==> config.mk <==
export PLATFORM = sky130hd
export DESIGN_NAME = onewire_rom_id_text_parser_core
export DESIGN_NICKNAME = d
export VERILOG_FILES = /design/src/hdl/owrid_pkg.sv /design/src/hdl/onewire_rom_id_text_parser_core.sv
export SDC_FILE = /design/constraint.sdc
export NUM_CORES = 1
export LEC_CHECK = 0
export BUFFER_PORTS_ARGS = -buffer_cell sky130_fd_sc_hd__buf_2
export CORE_UTILIZATION = 35
export CTS_CLUSTER_DIAMETER = 200
export DETAILED_ROUTE_END_ITERATION = 10
export GPL_TIMING_DRIVEN = 0
export SYNTH_ARGS = -nofsm -noshare
export SYNTH_HDL_FRONTEND = slang
export SYNTH_SLANG_ARGS = --single-unit
==> constraint.sdc <==
create_clock -name clk_i -period 7.08 [get_ports clk_i]
set_input_delay 1.062 -clock clk_i [delete_from_list [all_inputs] [get_ports clk_i]]
set_output_delay 1.062 -clock clk_i [all_outputs]
set_load 0.03 [all_outputs]
==> src/hdl/owrid_pkg.sv <==
// ----------------------------------------------------------------------------
// owrid_pkg
// Shared codes and helpers for the 1-Wire ROM id text parser: parse phases,
// result status codes, hex digit decode and the bytewise 1-Wire CRC8.
// ----------------------------------------------------------------------------
`default_nettype none

package owrid_pkg;

  // parse phase codes
  localparam logic [2:0] PH_FAM     = 3'd0;
  localparam logic [2:0] PH_FAMDONE = 3'd1;
  localparam logic [2:0] PH_ID      = 3'd2;
  localparam logic [2:0] PH_IDDONE  = 3'd3;
  localparam logic [2:0] PH_DOT2    = 3'd4;
  localparam logic [2:0] PH_CRC     = 3'd5;
  localparam logic [2:0] PH_DONE    = 3'd6;

  // result status codes
  typedef enum logic [1:0] {
    STAT_VALID    = 2'd0,
    STAT_FORMAT   = 2'd1,
    STAT_MISMATCH = 2'd2
  } status_e;

  // id field length in hex digits
  localparam logic [3:0] ID_DIGITS = 4'd12;

  localparam logic [7:0] CHAR_DOT = 8'h2E;

  // reflected 1-Wire polynomial
  localparam logic [7:0] CRC_POLY = 8'h8C;

  typedef struct packed {
    logic       ok;
    logic [3:0] nib;
  } hex_t;

  // ascii hex digit decode, both letter cases
  function automatic hex_t hex_decode(input logic [7:0] c);
    hex_t r;
    r.ok  = 1'b1;
    r.nib = 4'd0;
    if (c >= 8'h30 && c <= 8'h39) begin
      r.nib = 4'(c - 8'h30);
    end else if (c >= 8'h61 && c <= 8'h66) begin
      r.nib = 4'(c - 8'h57);
    end else if (c >= 8'h41 && c <= 8'h46) begin
      r.nib = 4'(c - 8'h37);
    end else begin
      r.ok = 1'b0;
    end
    return r;
  endfunction

  // one byte of crc8, lsb first
  function automatic logic [7:0] crc8_byte(input logic [7:0] crc, input logic [7:0] b);
    logic [7:0] c;
    c = crc ^ b;
    for (int i = 0; i < 8; i++) begin
      if (c[0]) begin
        c = (c >> 1) ^ CRC_POLY;
      end else begin
        c = c >> 1;
      end
    end
    return c;
  endfunction

endpackage

`default_nettype wire

==> src/hdl/onewire_rom_id_text_parser_core.sv <==
// ----------------------------------------------------------------------------
// onewire_rom_id_text_parser_core
// Parses a 1-Wire serial number written as hex text (family, optional dot,
// twelve id digits, optional dot, optional crc digits), builds the seven
// bytes, runs the 1-Wire CRC8 and reports one result per string.
// ----------------------------------------------------------------------------
//
//   channel | direction | handshake                 | payload
//   --------+-----------+---------------------------+------------------------------
//   in      | sink      | in_valid_i / in_ready_o   | char_code_i, last_char_i
//   out     | source    | out_valid_o / out_ready_i | status_o, family_code_o,
//           |           |                           | device_id_o, crc_byte_o
//
// One character is taken per cycle; the parse state updates in the cycle of
// the beat. A last character loads the result register, so its result shows
// in the next cycle. While a result waits and out_ready_i is low, in_ready_o
// is low; when the result is taken the same cycle can accept the next character.
// Reset (rst_ni low, asynchronous) returns the parser to the family field
// start and empties the result register.
`default_nettype none

module onewire_rom_id_text_parser_core (
  input  wire logic                   clk_i,
  input  wire logic                   rst_ni,
  input  wire logic                   in_valid_i,
  output logic                        in_ready_o,
  input  wire logic [7:0]             char_code_i,
  input  wire logic                   last_char_i,
  output logic                        out_valid_o,
  input  wire logic                   out_ready_i,
  output owrid_pkg::status_e          status_o,
  output logic [7:0]                  family_code_o,
  output logic [47:0]                 device_id_o,
  output logic [7:0]                  crc_byte_o
);

  import owrid_pkg::*;

  logic [2:0]  phase_q, phase_d;
  logic [3:0]  dc_q, dc_d;
  logic [3:0]  nib_q, nib_d;
  logic [55:0] ser_q, ser_d;
  logic [7:0]  crc_q, crc_d;
  logic [7:0]  given_q, given_d;
  logic        ferr_q, ferr_d;

  logic        out_valid_q;
  status_e     status_q, status_d;
  logic [7:0]  fam_q;
  logic [47:0] id_q;
  logic [7:0]  crcb_q;

  hex_t        hx;
  logic        is_dot;
  logic [7:0]  byte_v;
  logic [2:0]  idx;
  logic        in_beat;
  logic        complete;
  logic        res_ok;

  assign in_ready_o = !out_valid_q || out_ready_i;
  assign in_beat    = in_valid_i && in_ready_o;

  // character decode
  assign hx     = hex_decode(char_code_i);
  assign is_dot = (char_code_i == CHAR_DOT);
  assign byte_v = {nib_q, hx.nib};
  assign idx    = 3'((dc_q + 4'd1) >> 1);

  // phase machine, next state for this character
  always_comb begin
    phase_d = phase_q;
    dc_d    = dc_q;
    nib_d   = nib_q;
    ser_d   = ser_q;
    crc_d   = crc_q;
    given_d = given_q;
    ferr_d  = ferr_q;
    if (!ferr_q) begin
      unique case (phase_q) inside
        PH_FAM: begin
          if (!hx.ok) begin
            ferr_d = 1'b1;
          end else if (dc_q == 4'd0) begin
            nib_d = hx.nib;
            dc_d  = 4'd1;
          end else begin
            ser_d[7:0] = byte_v;
            crc_d      = crc8_byte(crc_q, byte_v);
            dc_d       = 4'd0;
            phase_d    = PH_FAMDONE;
          end
        end
        PH_FAMDONE: begin
          if (is_dot) begin
            phase_d = PH_ID;
            dc_d    = 4'd0;
          end else if (!hx.ok) begin
            ferr_d = 1'b1;
          end else begin
            nib_d   = hx.nib;
            dc_d    = 4'd1;
            phase_d = PH_ID;
          end
        end
        PH_ID: begin
          if (!hx.ok || dc_q >= ID_DIGITS) begin
            ferr_d = 1'b1;
          end else begin
            if (!dc_q[0]) begin
              nib_d = hx.nib;
            end else begin
              ser_d[idx*8 +: 8] = byte_v;
              crc_d             = crc8_byte(crc_q, byte_v);
            end
            dc_d = dc_q + 4'd1;
            if (dc_q == ID_DIGITS - 4'd1) begin
              phase_d = PH_IDDONE;
              dc_d    = 4'd0;
            end
          end
        end
        PH_IDDONE, PH_DOT2: begin
          if (is_dot && phase_q == PH_IDDONE) begin
            phase_d = PH_DOT2;
          end else if (!hx.ok) begin
            ferr_d = 1'b1;
          end else begin
            nib_d   = hx.nib;
            phase_d = PH_CRC;
          end
        end
        PH_CRC: begin
          if (!hx.ok) begin
            ferr_d = 1'b1;
          end else begin
            given_d = byte_v;
            phase_d = PH_DONE;
          end
        end
        default: begin
          ferr_d = 1'b1;
        end
      endcase
    end
  end

  // result status
  assign complete = (phase_d == PH_IDDONE) || (phase_d == PH_DOT2) || (phase_d == PH_DONE);
  assign res_ok   = !ferr_d && complete;

  always_comb begin
    if (!res_ok) begin
      status_d = STAT_FORMAT;
    end else if (phase_d == PH_DONE && given_d != crc_d) begin
      status_d = STAT_MISMATCH;
    end else begin
      status_d = STAT_VALID;
    end
  end

  // parse state, cleared after the last character of a string
  always_ff @(posedge clk_i or negedge rst_ni) begin
    if (!rst_ni) begin
      phase_q <= PH_FAM;
      dc_q    <= 4'd0;
      nib_q   <= 4'd0;
      ser_q   <= '0;
      crc_q   <= 8'd0;
      given_q <= 8'd0;
      ferr_q  <= 1'b0;
    end else if (in_beat) begin
      if (last_char_i) begin
        phase_q <= PH_FAM;
        dc_q    <= 4'd0;
        nib_q   <= 4'd0;
        ser_q   <= '0;
        crc_q   <= 8'd0;
        given_q <= 8'd0;
        ferr_q  <= 1'b0;
      end else begin
        phase_q <= phase_d;
        dc_q    <= dc_d;
        nib_q   <= nib_d;
        ser_q   <= ser_d;
        crc_q   <= crc_d;
        given_q <= given_d;
        ferr_q  <= ferr_d;
      end
    end
  end

  // result register valid
  always_ff @(posedge clk_i or negedge rst_ni) begin
    if (!rst_ni) begin
      out_valid_q <= 1'b0;
    end else if (in_beat && last_char_i) begin
      out_valid_q <= 1'b1;
    end else if (out_ready_i) begin
      out_valid_q <= 1'b0;
    end
  end

  // result payload
  always_ff @(posedge clk_i) begin
    if (in_beat && last_char_i) begin
      status_q <= status_d;
      fam_q    <= res_ok ? ser_d[7:0]  : 8'd0;
      id_q     <= res_ok ? ser_d[55:8] : 48'd0;
      crcb_q   <= res_ok ? crc_d       : 8'd0;
    end
  end

  assign out_valid_o   = out_valid_q;
  assign status_o      = status_q;
  assign family_code_o = fam_q;
  assign device_id_o   = id_q;
  assign crc_byte_o    = crcb_q;

`ifndef SYNTHESIS
  // a last character always leaves a result behind
  a_last_gives_result: assert property (@(posedge clk_i) disable iff (!rst_ni)
    in_beat && last_char_i |=> out_valid_o)
    else $error("last character beat did not load a result");

  // the parser starts fresh after each string
  a_last_clears_state: assert property (@(posedge clk_i) disable iff (!rst_ni)
    in_beat && last_char_i |=> (phase_q == PH_FAM) && !ferr_q && (dc_q == 4'd0))
    else $error("parse state not cleared after last character");

  // a format failure carries zeroed fields
  a_format_zero: assert property (@(posedge clk_i) disable iff (!rst_ni)
    out_valid_o && status_o == STAT_FORMAT |->
      family_code_o == 8'd0 && device_id_o == 48'd0 && crc_byte_o == 8'd0)
    else $error("format failure result with nonzero fields");

  // digit count never passes the id length
  a_dc_range: assert property (@(posedge clk_i) disable iff (!rst_ni)
    dc_q < ID_DIGITS)
    else $error("digit count out of range");
`endif

endmodule

`default_nettype wire

==> flow_summary.yaml <==
outcome:
  run_status: "finished clean"
logic_synthesis:
  syn_area_per_cell_um2: 10.2
  seq_area_frac_synth_pct: 47.5
  synth_edf_count: 66
  async_flop_share_pct: 55.7
  yosysUniqueCellTypes: 74
  synth.net_count: 858
  yosys_warnings: 0
  synthCells: 834
  synth_seq_cells: 149
  ys.flop_type: "dfrtp_1"
  syn-cell-area_mm2: 0.00854
min_path:
  hp-class: "flop to flop"
  hp-start: "ser_q[15]"
  hold-path-endpoint: "ser_q[15]"
  whs_path_depth: 2
cells_and_area:
  antennaDiodeCount: 0
  post-route-util_pct: 42.2
  seq_area_mm2: 0.00406
  areaGrowthSynthToFinish_pct: 17.1
  nNetsFinal: 958
  drive_gt1_share_pct: 22.3
  finalNonFillerCells: 1266
  multi_input_area_mm2: 0.00410
  postLayoutCellArea_mm2: 0.0100
  fill_cells: 2338
detailed_routing:
  routedWlPerCell_um: 19.1
  viasPerCell: 5.52
  drc: 0
  drt-total-wl_um: 24100
  ant_nets: 0
  drt_iter0_markers: 657
  drt-pass1-iter-count: 7
  num_vias: 6986
place:
  post_dp_cell_area_mm2: 0.00941
  post-place-ws_ps: 2150
  hpwl_um: 16800
  io_buffers: 78
  gp_congestion: 0.873
  place_inst: 1234
clock_tree:
  holdBufCountCts: 0
  cts_tree: "built"
  cts_num_sinks: 149
  clock_latency_ps: 430
  cts_resized: 0
  clk_path_buf_depth: 2
  cts-buffers-inserted: 17
  root_buffer: "clkbuf_16"
  clk_pin_slew_ps: 60
  postCtsSetupBuffers: 0
  htree_levels: 4
global_route:
  grt_max_degree: 56
  antenna_found_initial: 1
  grt_pass1_wl_um: 37500
  grt_usage_pct: 19.9
  gr-total-overflow: 0
  grt_pass1_vias: 6469
worst_setup_path:
  r2r-start: "dc_q[0]"
  cp-startpoint: "char_code_i[0]"
  end_kind: "flop"
  arrival_ps: 4710
  path_class: "input port to flop"
  critPathMaxFanout: 10
  cp-start-kind: "input port"
  r2r_setup_slack_ps: 3360
  worstPathRequired_ps: 7200
  reg2reg_to: "ser_q[31]"
  reg2regPathDepth: 12
timing:
  max_freq_ghz: 0.218
  finalSetupTns_ps: 0
  fin_ws_ps: 2500
  slew_viol_final: 0
  hold_viol: 0
  fin_crit_ps: 4580
  rsz0062_at_grt: "false"
  relSlewSlack_pct: 36.1
  setup_viol_count_final: 0
  worstMarginPinSlew_ps: 948
  fin_crit_sh_pct: 64.8
  skew_ps: 12.3
pwr:
  leakage_nw: 3.64
  p_per_area_mw_per_mm2: 247
  vdd_drop_max_v: 0.000153
floorplanning:
  die_w_um: 158
  fp.dieH_um: 158
  core_area_mm2: 0.0237
  fp-row-count: 56
  num_io_pins: 81
  die_area_mm2: 0.0250
  start_util_pct: 36.1
run:
  cap_violations: 0
==> critical path, cell delays in order <==
cell      delay (ps)
buf_2            100
clkbuf_1         390
inv_1            180
ha_1             260
o21bai_1         310
a21oi_2          140
buf_4            220
nor2_8           210
nand2_1          120
a21oi_1          190
o21a_1           240
or2_2            150
clkbuf_1         350
clkbuf_1         580
nor3_1           220
==> cell type report <==
cell class / count / share of cell area (%)
Multi-Input combinational cell: 600 / 41.0
Sequential cell: 149 / 40.6
Timing Repair Buffer: 81 / 4.60
Clock buffer: 17 / 4.25
Tap cell: 319 / 3.99
Buffer: 68 / 3.25
Clock inverter: 15 / 1.68
Inverter: 17 / 0.638
==> cells in the mapped netlist, drive strengths merged (2+ instances only) <==
| cell type | number | area, um^2 |
|---|---|---|
| a211oi | 8 | 60.1 |
| a21boi | 6 | 45.0 |
| a21o | 3 | 22.5 |
| a21oi | 34 | 174 |
| a22o | 3 | 26.3 |
| a22oi | 86 | 694 |
| a2bb2oi | 2 | 17.5 |
| a31oi | 6 | 37.5 |
| a41oi | 2 | 17.5 |
| and2 | 6 | 37.5 |
| and3 | 4 | 25.0 |
| buf | 19 | 141 |
| clkbuf | 49 | 184 |
| dfrtp | 83 | 2080 |
| edfxtp | 66 | 1980 |
| ha | 11 | 138 |
| inv | 17 | 63.8 |
| mux2 | 6 | 71.3 |
| mux2i | 12 | 120 |
| nand2 | 100 | 383 |
| nand2b | 3 | 18.8 |
| nand3 | 12 | 60.1 |
| nand3b | 2 | 15.0 |
| nand4 | 7 | 43.8 |
| nor2 | 43 | 178 |
| nor2b | 5 | 31.3 |
| nor3 | 64 | 576 |
| nor3b | 2 | 15.0 |
| nor4 | 5 | 67.6 |
| nor4b | 2 | 47.6 |
| o211ai | 3 | 22.5 |
| o21a | 5 | 37.5 |
| o21ai | 87 | 439 |
| o221ai | 2 | 17.5 |
| o22ai | 5 | 31.3 |
| or2 | 2 | 12.5 |
| xnor2 | 27 | 236 |
| xor2 | 13 | 114 |
==> cell usage in the layout, fill, tap and decap left out, types with 33 or more instances in the layout <==
master / count
edfxtp_1: 66
dfrtp_1: 83
nor2_1: 41
nor3_2: 51
nand2_1: 99
o21ai_0: 65
buf_2: 82
a21oi_1: 33
clkbuf_1: 49
a22oi_1: 78
==> how the worst max path moves through the flow <==
| stage | end | slack (ps) | depth (start not counted) |
|---|---|---|---|
| final | device_id_o[1] | 2500 | 15 |
| after global routing | device_id_o[1] | 2330 | 15 |
| after CTS | device_id_o[1] | 2590 | 15 |
| after detailed placement | device_id_o[1] | 2150 | 15 |
| after global placement | device_id_o[20] | -160 | 6 |
| after floorplan | crc_byte_o[0] | 1790 | 5 |
==> through the flow <==
stage                     power (mW)  hold slack [ps]
final                           2.47              488
after CTS                       2.48              489
after detailed placement        1.56              475
after global placement          1.54              464
after global routing            2.57              512
after floorplan                 1.42              450
==> routing by layer <==
| metal | wire, um | vias to the layer above | part of all wire, % | GRT usage, % |
|---|---|---|---|---|
| li1 | - | 3289 | - | - |
| met1 | 11200 | 3406 | 46 | 28.1 |
| met2 | 11000 | 260 | 46 | 30.8 |
| met3 | 1440 | 31 | 6.0 | 3.23 |
| met4 | 478 | 0 | 2.0 | 6.87 |
| met5 | 0 | - | 0 | 0 |
==> registers in the layout, summed over array words and instances (netlist names) <==
register / cells
given_q: 6
status_o: 2
dc_q: 4
ser_q: 56
device_id_o: 48
crc_q: 8
phase_q: 3
family_code_o: 8
nib_q: 4
crc_byte_o: 8
out_valid_o: 1
ferr_q: 1
==> cell families after synthesis <==
group           Yosys count  synth area share, %
simple gates            264                 18.5
fa+ha+maj                11                 1.61
compound gates          265                 20.9
mux                      18                 2.24
buf+inv                  85                 4.56
xor+xnor                 42                 4.64
flops                   149                 47.5
==> report_power, final <==
group / internal (mW) / switching, mW
sequential: 0.954 / 0.0486
clock: 0.529 / 0.396
combinational: 0.207 / 0.338
Note: power is estimated with default switching activity, not from simulation.
